### src/rtl/dpbp_pkg.sv
// Package for the depth pixel back-projection block: constants, register indexes, shared types.
`default_nettype none
package dpbp_pkg;

  localparam int unsigned PIXEL_INDEX_BITS_DEF = 12;
  localparam int unsigned QUEUE_DEPTH          = 2;

  localparam int unsigned DEPTH_BITS  = 16;
  localparam int unsigned COLOUR_BITS = 8;
  localparam int unsigned CENTRE_BITS = 16;
  localparam int unsigned RECIP_BITS  = 32;
  localparam int unsigned Z_BITS      = 24;
  localparam int unsigned XY_BITS     = 32;
  localparam int unsigned CFG_INDEX_BITS = 3;
  localparam int unsigned CFG_DATA_BITS  = 32;

  localparam logic [CFG_INDEX_BITS-1:0] REG_CENTER_X          = 3'd0;
  localparam logic [CFG_INDEX_BITS-1:0] REG_CENTER_Y          = 3'd1;
  localparam logic [CFG_INDEX_BITS-1:0] REG_RECIP_FOCAL_X     = 3'd2;
  localparam logic [CFG_INDEX_BITS-1:0] REG_RECIP_FOCAL_Y     = 3'd3;
  localparam logic [CFG_INDEX_BITS-1:0] REG_RECIP_DEPTH_SCALE = 3'd4;

  localparam logic [CENTRE_BITS-1:0] CENTER_X_RST          = 16'd5098;
  localparam logic [CENTRE_BITS-1:0] CENTER_Y_RST          = 16'd4085;
  localparam logic [RECIP_BITS-1:0]  RECIP_FOCAL_X_RST     = 32'd8302658;
  localparam logic [RECIP_BITS-1:0]  RECIP_FOCAL_Y_RST     = 32'd8315522;
  localparam logic [RECIP_BITS-1:0]  RECIP_DEPTH_SCALE_RST = 32'd858993;

  typedef struct packed {
    logic full;
    logic empty;
  } q_status_t;

  typedef struct packed {
    logic                      wr;
    logic [CFG_INDEX_BITS-1:0] index;
    logic [CFG_DATA_BITS-1:0]  data;
  } cfg_wr_t;

endpackage
`default_nettype wire

### src/rtl/dpbp_queue.sv
// Small register queue between the front and back parts.
`default_nettype none
module dpbp_queue #(
  parameter int unsigned WIDTH = 64,
  parameter int unsigned DEPTH = dpbp_pkg::QUEUE_DEPTH
) (
  input  wire logic             clk_i,
  input  wire logic             rst_ni,
  input  wire logic             push_i,
  input  wire logic [WIDTH-1:0] push_data_i,
  input  wire logic             pop_i,
  output logic      [WIDTH-1:0] pop_data_o,
  output dpbp_pkg::q_status_t   status_o
);

  localparam int unsigned PW = (DEPTH > 1) ? $clog2(DEPTH) : 1;
  localparam int unsigned CW = $clog2(DEPTH + 1);

  logic [WIDTH-1:0] mem_q [DEPTH];
  logic [PW-1:0]    wr_ptr_q, wr_ptr_d, rd_ptr_q, rd_ptr_d;
  logic [CW-1:0]    count_q, count_d;
  logic             do_push, do_pop;

  assign do_push = push_i && (count_q != CW'(DEPTH));
  assign do_pop  = pop_i && (count_q != '0);

  always_comb begin
    wr_ptr_d = wr_ptr_q;
    rd_ptr_d = rd_ptr_q;
    count_d  = count_q;
    if (do_push) begin
      wr_ptr_d = (wr_ptr_q == PW'(DEPTH - 1)) ? '0 : wr_ptr_q + 1'b1;
    end
    if (do_pop) begin
      rd_ptr_d = (rd_ptr_q == PW'(DEPTH - 1)) ? '0 : rd_ptr_q + 1'b1;
    end
    if (do_push && !do_pop) begin
      count_d = count_q + 1'b1;
    end else if (do_pop && !do_push) begin
      count_d = count_q - 1'b1;
    end
  end

  always_ff @(posedge clk_i or negedge rst_ni) begin
    if (!rst_ni) begin
      wr_ptr_q <= '0;
      rd_ptr_q <= '0;
      count_q  <= '0;
    end else begin
      wr_ptr_q <= wr_ptr_d;
      rd_ptr_q <= rd_ptr_d;
      count_q  <= count_d;
    end
  end

  always_ff @(posedge clk_i) begin
    if (do_push) begin
      mem_q[wr_ptr_q] <= push_data_i;
    end
  end

  assign pop_data_o     = mem_q[rd_ptr_q];
  assign status_o.full  = (count_q == CW'(DEPTH));
  assign status_o.empty = (count_q == '0);

endmodule
`default_nettype wire

### config.mk
export PLATFORM = sky130hd
export DESIGN_NAME = dpbp_queue
export DESIGN_NICKNAME = d
export VERILOG_FILES = /design/src/rtl/dpbp_pkg.sv /design/src/rtl/dpbp_queue.sv
export SDC_FILE = /design/constraint.sdc
export NUM_CORES = 1
export LEC_CHECK = 0
export BUFFER_PORTS_ARGS = -buffer_cell sky130_fd_sc_hd__buf_4
export CORE_MARGIN = 2
export CORE_UTILIZATION = 52
export DETAILED_ROUTE_END_ITERATION = 8
export PLACE_DENSITY_LB_ADDON = 0.15
export SLEW_MARGIN = 20
export SYNTH_ARGS = -nofsm -noshare
export SYNTH_HDL_FRONTEND = slang
export SYNTH_SLANG_ARGS = --single-unit
### constraint.sdc
create_clock -name clk_i -period 4.5 [get_ports clk_i]
set_input_delay 0.45 -clock clk_i [delete_from_list [all_inputs] [get_ports clk_i]]
set_output_delay 0.45 -clock clk_i [all_outputs]
set_load 0.005 [all_outputs]
==> summary.txt, run 1 <==
Outcome
  • Run status: finished clean

Power and ir drop
  • Clock power frac: 30.0%
  • Power density over the cells: 661 nW/µm²
  • Switching share of power: 25.3%
  • Total leakage power: 2.69 nW
  • Share of total power in sequential cells: 40.9%
  • Combinational group share of total power: 29.1%
  • Internal power summed over all cells: 3.35 mW
  • Sw Pwr: 1.14 mW
  • Total Power: 4.48 mW
  • Worst-case vdd ir drop: 482 µV

Floorplanning
  • Floorplan row count: 35
  • Die ar.: 10,500 µm²
  • Number of ports placed on the die boundary: 134
  • Die X-Extent: 102 µm
  • Die Y: 102 µm
  • Effective utilization at floorplan: 54.1%
  • Floorplan Core Area: 9280 µm²

Detailed routing
  • Final antenna-violating net count: 0
  • Residual DRC: 0
  • Per-cell routed wire length: 16.6 µm
  • Number of detailed-route iterations in the first pass: 4
  • Vias: 2,438
  • Total Routed Length: 8.49 mm
  • Drt first-iter violations: 117
  • Number of vias per cell after detailed routing: 4.78

STA
  • Setup-violating endpoint count in the final report: 0
  • RSZ-0062 raised after global routing: no
  • Worst setup margin: 1.92 ns
  • Transition at the pin with the smallest max-transition slack: 0.650 ns
  • Worst setup skew after layout: 0.0115 ns
  • Worst hold slack across all endpoints: 0.131 ns
  • Final period utilization: 57.3%
  • Rel. slew slack: 56.7%
  • Max frequency: 0.388 GHz
  • Max-slew violation total from the final report: 0
  • Post-layout min period: 2.58 ns
  • Sum Neg Setup Slack: 0 ns
  • Final Hold Viols: 0

CTS
  • CTS tree: yes
  • H-tree levels: 4
  • Number of buffers on the longest clock path: 2
  • Root Driver: sky130_fd_sc_hd__clkbuf_8
  • Clk pin slew, worst setup/hold paths: 0.06 ns
  • TritonCTS Sinks: 132
  • Clock buffers created by TritonCTS: 17
  • Worst-Skew Late Latency: 0.50 ns
  • Post-CTS setup buffer count: 0

Worst setup path
  • Element type at the critical path end: primary output
  • Largest stage delay on the critical path: 0.81 ns
  • Number of cells on the worst reg-to-reg path: 4
  • Worst EP arrival: 2.13 ns
  • Worst-path fanout max: 34
  • Origin of the critical flop-to-flop path: count_q[0]
  • Required time at the endpoint of the critical path: 4.05 ns
  • Worst-case register-to-register setup slack: 2.52 ns
  • Category of the worst setup path launch point: flop
  • Start-to-end type of the worst setup path: reg2out
  • Cells along the critical path: buf_16, mux2_2, buf_4
  • Critical path's slowest cell: sky130_fd_sc_hd__dfrtp_4
  • Crit Reg-Reg Endpoint: mem_q[0][9]

Global route
  • Number of global-route vias before repair: 2,407
  • Met3 usage in global routing: 6.63%
  • Met2 track demand over resource in global routing: 26.8%
  • Global-route met1 utilization: 19.4%
  • Total global-route track usage: 16.3%
  • Maximum number of pins on one net before global-route repair: 66
  • GR Overflow Total: 0
  • First-pass GRT wire length: 12.2 mm
  • Number of antenna violations at the first check in global routing: 0
  • Top Usage Layer GRT: met2

Min path
  • Worst min-delay path category: in2reg
  • Hold Path End: mem_q[1][46]
  • Startpoint of the most critical hold path: push_data_i[46]
  • Number of cells on the worst hold path: 1

Logic synthesis
  • Gate Count Post-Synth: 218
  • Synth Area in XOR/XNOR: 0.872%
  • Mux contribution to synthesized area: 18.1%
  • Post-synthesis sequential element count: 132
  • Post-Synth Adder-Cell Area: 0.249%
  • Cell area after synthesis: 5020 µm²
  • Fraction of the yosys area taken by sequential cells: 78.5%
  • Area share of the largest cell type after synthesis: 76.6%
  • Library cell with the largest summed area after synthesis: sky130_fd_sc_hd__edfxtp_1
  • Main combinational cell family by area after synthesis: multiplexers
  • Synth Area in Compound Gates: 0.0997%
  • Post-synthesis simple-gate area fraction: 0.548%
  • Total of warnings raised by yosys: 0
  • Mapped Avg Cell Area: 23.0 µm²
  • Number of distinct library cell variants in the gate-level netlist after synthesis: 15
  • Leading post-synthesis cells by cell area: sky130_fd_sc_hd__edfxtp_1 (77%), sky130_fd_sc_hd__mux2_4 (15%), sky130_fd_sc_hd__mux2_2 (3.1%)
  • Number of nets in the synthesized netlist: 287

Finish
  • Highest-count cells in the layout ignoring fill and taps: sky130_fd_sc_hd__buf_4 (136), sky130_fd_sc_hd__edfxtp_1 (128), sky130_fd_sc_hd__mux2_4 (50)
  • Layout fillers: 593
  • Leading cell type in the layout, fill and taps excluded: sky130_fd_sc_hd__buf_4
  • Antenna Diode Count: 0
  • Nets: 437
  • Area Growth Syn to Fin: 35.0%
  • Share of post-route cells with drive strength above 1: 61.4%
  • Layout Cells excl Fill: 510

Place
  • Gpl congestion: 0.716
  • Number of placed instances, taps included: 476
  • Pre-CTS setup slack: 2.17 ns
  • IO Port Bufs: 133

Flow run
  • MaxCap Viol Count: 0
## state kept, by name, summed over array words and instances (netlist names)
register and cells:
wr_ptr_q 1, count_q 2, mem_q 128, rd_ptr_q 1
## routing by layer
metal  part of all wire, %  vias up
met3                   7.4        7
met4                   1.2        0
met1                    40     1186
met2                    52       89
met5                     0        -
li1                      -     1156
## synthesized netlist by cell type (all sizes together)
master  number
nand2b       1
mux2        64
dfrtp        4
nor2         3
and3         1
edfxtp     128
buf          7
xor2         2
inv          2
nand2        1
xnor2        3
ha           1
o21ai        1
## worst max path at each step
stage / endpoint / depth (start not counted) / from
after floorplan: mem_q[0][0] / 3 / count_q[0]
after global placement: mem_q[1][58] / 3 / count_q[0]
after detailed placement: mem_q[1][58] / 3 / count_q[0]
after CTS: pop_data_o[38] / 2 / rd_ptr_q
after global routing: pop_data_o[43] / 3 / rd_ptr_q
final: pop_data_o[43] / 3 / rd_ptr_q
## cell type report
class / count / area (µm²) / share of cell area, %
sequential: 132 / 3950 / 58.2
timing repair buffer: 138 / 1060 / 15.6
multi-input combinational: 77 / 1010 / 14.9
clock buffer: 20 / 435 / 6.42
tap: 129 / 161 / 2.38
clock inverter: 12 / 159 / 2.34
inverter: 2 / 7.51 / 0.111
## critical path: cells and delay by family, from the launching register on
| kind | cells | cell delay (ns) |
|---|---|---|
| buf+inv | 2 | 0.43 |
| mux | 1 | 0.37 |
| flops | 1 | 0.81 |
## metrics by stage
step | utilization [%] | cell area [µm²]
3_5_place_dp | 66.2 | 6140
4_1_cts | 72.7 | 6750
5_1_grt | 73.0 | 6780
2_1_floorplan | - | 5020
6_report | 73.0 | 6780
3_3_place_gp | 66.2 | 6140
## cell families after synthesis
family,count (synthesis)
muxes,64
xor gates and xnor gates,5
DFF,132
and+or+nand+nor,6
AOI/OAI and AO/OA,1
buffers and inverters,9
adders and majority gates,1
## power groups by stage
stage / registers, mW / logic, mW / clock network, mW
global placement: 1.93 / 1.22 / 0
CTS: 1.92 / 1.24 / 1.37
global route: 1.87 / 1.39 / 1.42
floorplan: 1.78 / 0.827 / 0
finish: 1.84 / 1.30 / 1.34
detailed placement: 1.94 / 1.23 / 0
## timing repair
item / 4_1_cts / 5_1_grt
endpoints found under the hold margin: 4 / 0
resized for setup: 0 / 0
hold buffers: 1 / 0
Note: power is estimated with default switching activity, not from simulation.
==> run 2, diff against run 1 <==
==> constraint.sdc (replaced) <==
create_clock -name clk_i -period 2.61 [get_ports clk_i]
set_input_delay 0.261 -clock clk_i [delete_from_list [all_inputs] [get_ports clk_i]]
set_output_delay 0.261 -clock clk_i [all_outputs]
set_load 0.005 [all_outputs]
==> summary.txt, run 2 (synthesized netlist as in run 1, its figures left out) <==
Floorplanning
  • Floorplan row count: 35 (unchanged)
  • Die X-Extent: 102 µm (unchanged)
  • Die Y: 102 µm (unchanged)
  • Floorplan Core Area: 9280 µm² (unchanged)
  • Effective utilization at floorplan: 54.1% (unchanged)
  • Number of ports placed on the die boundary: 134 (unchanged)
  • Die ar.: 10,500 µm² (unchanged)

Worst setup path
  • Worst-case register-to-register setup slack: 0.98 ns (-1.54 ns)
  • Crit Reg-Reg Endpoint: mem_q[0][7]
  • Origin of the critical flop-to-flop path: count_q[0]
  • Number of cells on the worst reg-to-reg path: 4 (unchanged)
  • Worst EP arrival: 2.18 ns (+0.05 ns)
  • Category of the worst setup path launch point: flop
  • Worst-path fanout max: 36 (+5.9%)
  • Element type at the critical path end: primary output
  • Required time at the endpoint of the critical path: 2.35 ns (-1.70 ns)
  • Start-to-end type of the worst setup path: reg2out

CTS
  • H-tree levels: 4 (unchanged)
  • Clock buffers created by TritonCTS: 17 (unchanged)
  • CTS tree: yes
  • Worst-Skew Late Latency: 0.50 ns (about the same)
  • Clk pin slew, worst setup/hold paths: 0.06 ns (about the same)
  • Root Driver: sky130_fd_sc_hd__clkbuf_8
  • Number of buffers on the longest clock path: 2 (unchanged)
  • TritonCTS Sinks: 132 (unchanged)

Place
  • Pre-CTS setup slack: 0.675 ns (-1.49 ns)
  • IO Port Bufs: 133 (unchanged)
  • Detailed placer's ending HPWL: 5.67 mm
  • Gpl congestion: 0.692 (-3.3%)

Finish
  • Top register by number of flip-flops: mem_q
  • Leading cell type in the layout, fill and taps excluded: sky130_fd_sc_hd__buf_4
  • Antenna Diode Count: 0 (unchanged)
  • Number of flip-flops under the largest register name: 128 (unchanged)
  • Highest-count cells in the layout ignoring fill and taps: sky130_fd_sc_hd__buf_4 (137), sky130_fd_sc_hd__edfxtp_1 (128), sky130_fd_sc_hd__dlygate4sd3_1 (65)
  • Share of post-route cells with drive strength above 1: 53.0% (-8.4 points)
  • Top Registers: mem_q x128, count_q x2
  • Multi-input logic area: 1010 µm² (-0.37%)
  • Layout fillers: 517 (-13%)
  • Area Growth Syn to Fin: 47.1%
  • Register area: 3950 µm² (unchanged)
  • Nets: 503 (+15%)
  • Final standard cell utilization of the core: 79.6% (+6.6 points)

STA
  • Worst setup margin: 0.171 ns (-1.75 ns)
  • Final period utilization: 93.4%
  • Transition at the pin with the smallest max-transition slack: 0.634 ns (-0.0156 ns)
  • Sum Neg Setup Slack: 0 ns (unchanged)
  • Max frequency: 0.410 GHz
  • Setup-violating endpoint count in the final report: 0 (unchanged)
  • Final Hold Viols: 0 (unchanged)
  • RSZ-0062 raised after global routing: no
  • Rel. slew slack: 57.7% (+1.0 points)
  • Post-layout min period: 2.44 ns
  • Max-slew violation total from the final report: 0 (unchanged)
  • Worst hold slack across all endpoints: 0.0888 ns (-0.0427 ns)
  • Worst setup skew after layout: 0.00724 ns (-0.00423 ns)

Global route
  • Number of antenna violations at the first check in global routing: 0 (unchanged)
  • GR Overflow Total: 0 (unchanged)
  • Total global-route track usage: 19.7% (+3.3 points)
  • First-pass GRT wire length: 14.7 mm (+20%)
  • Maximum number of pins on one net before global-route repair: 37 (-44%)
  • Number of global-route vias before repair: 2,992 (+24%)

Power and ir drop
  • Power density over the cells: 1040 nW/µm² (+57%)
  • Worst-case vdd ir drop: 806 µV (+67%)
  • Total leakage power: 2.96 nW (+9.9%)

Detailed routing
  • Drt first-iter violations: 93 (-21%)
  • Vias: 2,755 (+13%)
  • Number of vias per cell after detailed routing: 4.78 (about the same)
  • Final antenna-violating net count: 0 (unchanged)
  • Total Routed Length: 9.76 mm (+15%)
  • Residual DRC: 0 (unchanged)
  • Per-cell routed wire length: 16.9 µm (+1.8%)
  • Number of detailed-route iterations in the first pass: 4 (unchanged)

Outcome
  • Run status: finished clean

Min path
  • Worst min-delay path category: in2async

Flow run
  • MaxCap Viol Count: 0 (unchanged)
-- run 2: cell count changes in the layout (fill, tap and decap cells not counted), sizes merged --
cell / delta
inv: +4
buf: +2
dlygate4sd3: +64
clkinvlp: -2
clkinv: +3
bufinv: -2
clkbuf: -3
-- run 2: metrics by stage --
step           cell area, µm²  total power [mW]  std cells
2_1_floorplan            5030              4.49        218
3_3_place_gp             6190              5.46        479
3_5_place_dp             6190              5.51        479
4_1_cts                  7390              7.74        576
5_1_grt                  7390              8.05        576
6_report                 7390              7.68        576
-- run 2: worst max-delay path: stages, from the launching register on --
cell and delay, ns:
sky130_fd_sc_hd__dfrtp_4 0.85, sky130_fd_sc_hd__buf_4 0.36, sky130_fd_sc_hd__mux2_4 0.32, sky130_fd_sc_hd__buf_4 0.14
-- run 2: report_power, final --
group	switching [mW]	internal [mW]	total, mW
Combinational	0.884	1.46	2.35
Sequential	0.279	2.91	3.18
Clock	0.878	1.26	2.14
-- run 2: worst max-delay path by stage --
stage	to	cells after the start	start	slack (ns)
floorplan	mem_q[1][0]	2	count_q[0]	0.07
global placement	pop_data_o[57]	3	rd_ptr_q	0.70
detailed placement	pop_data_o[63]	3	rd_ptr_q	0.67
CTS	pop_data_o[63]	3	rd_ptr_q	0.12
global route	pop_data_o[52]	3	rd_ptr_q	0.07
finish	pop_data_o[63]	3	rd_ptr_q	0.17
-- run 2: area by class of cell --
class / count / area share, %
clock buffer: 17 / 5.61
multi-input combinational: 77 / 13.6
timing repair buffer: 204 / 23.3
clock inverter: 15 / 1.80
sequential: 132 / 53.4
inverter: 2 / 0.102
tap: 129 / 2.18
-- run 2: timing repair --
item	CTS	global route
endpoints found under the hold margin	132	0
buffers inserted	0	0
hold buffers	65	0
resized for setup	0	0
-- run 2: metal layers --
metal / GRT usage, % / part of all wire (%) / up-vias
li1: - / - / 1294
met1: 21.7 / 39 / 1353
met2: 35.1 / 55 / 95
met3: 5.88 / 5.1 / 13
met4: 8.82 / 1.8 / 0
met5: 0 / 0 / -
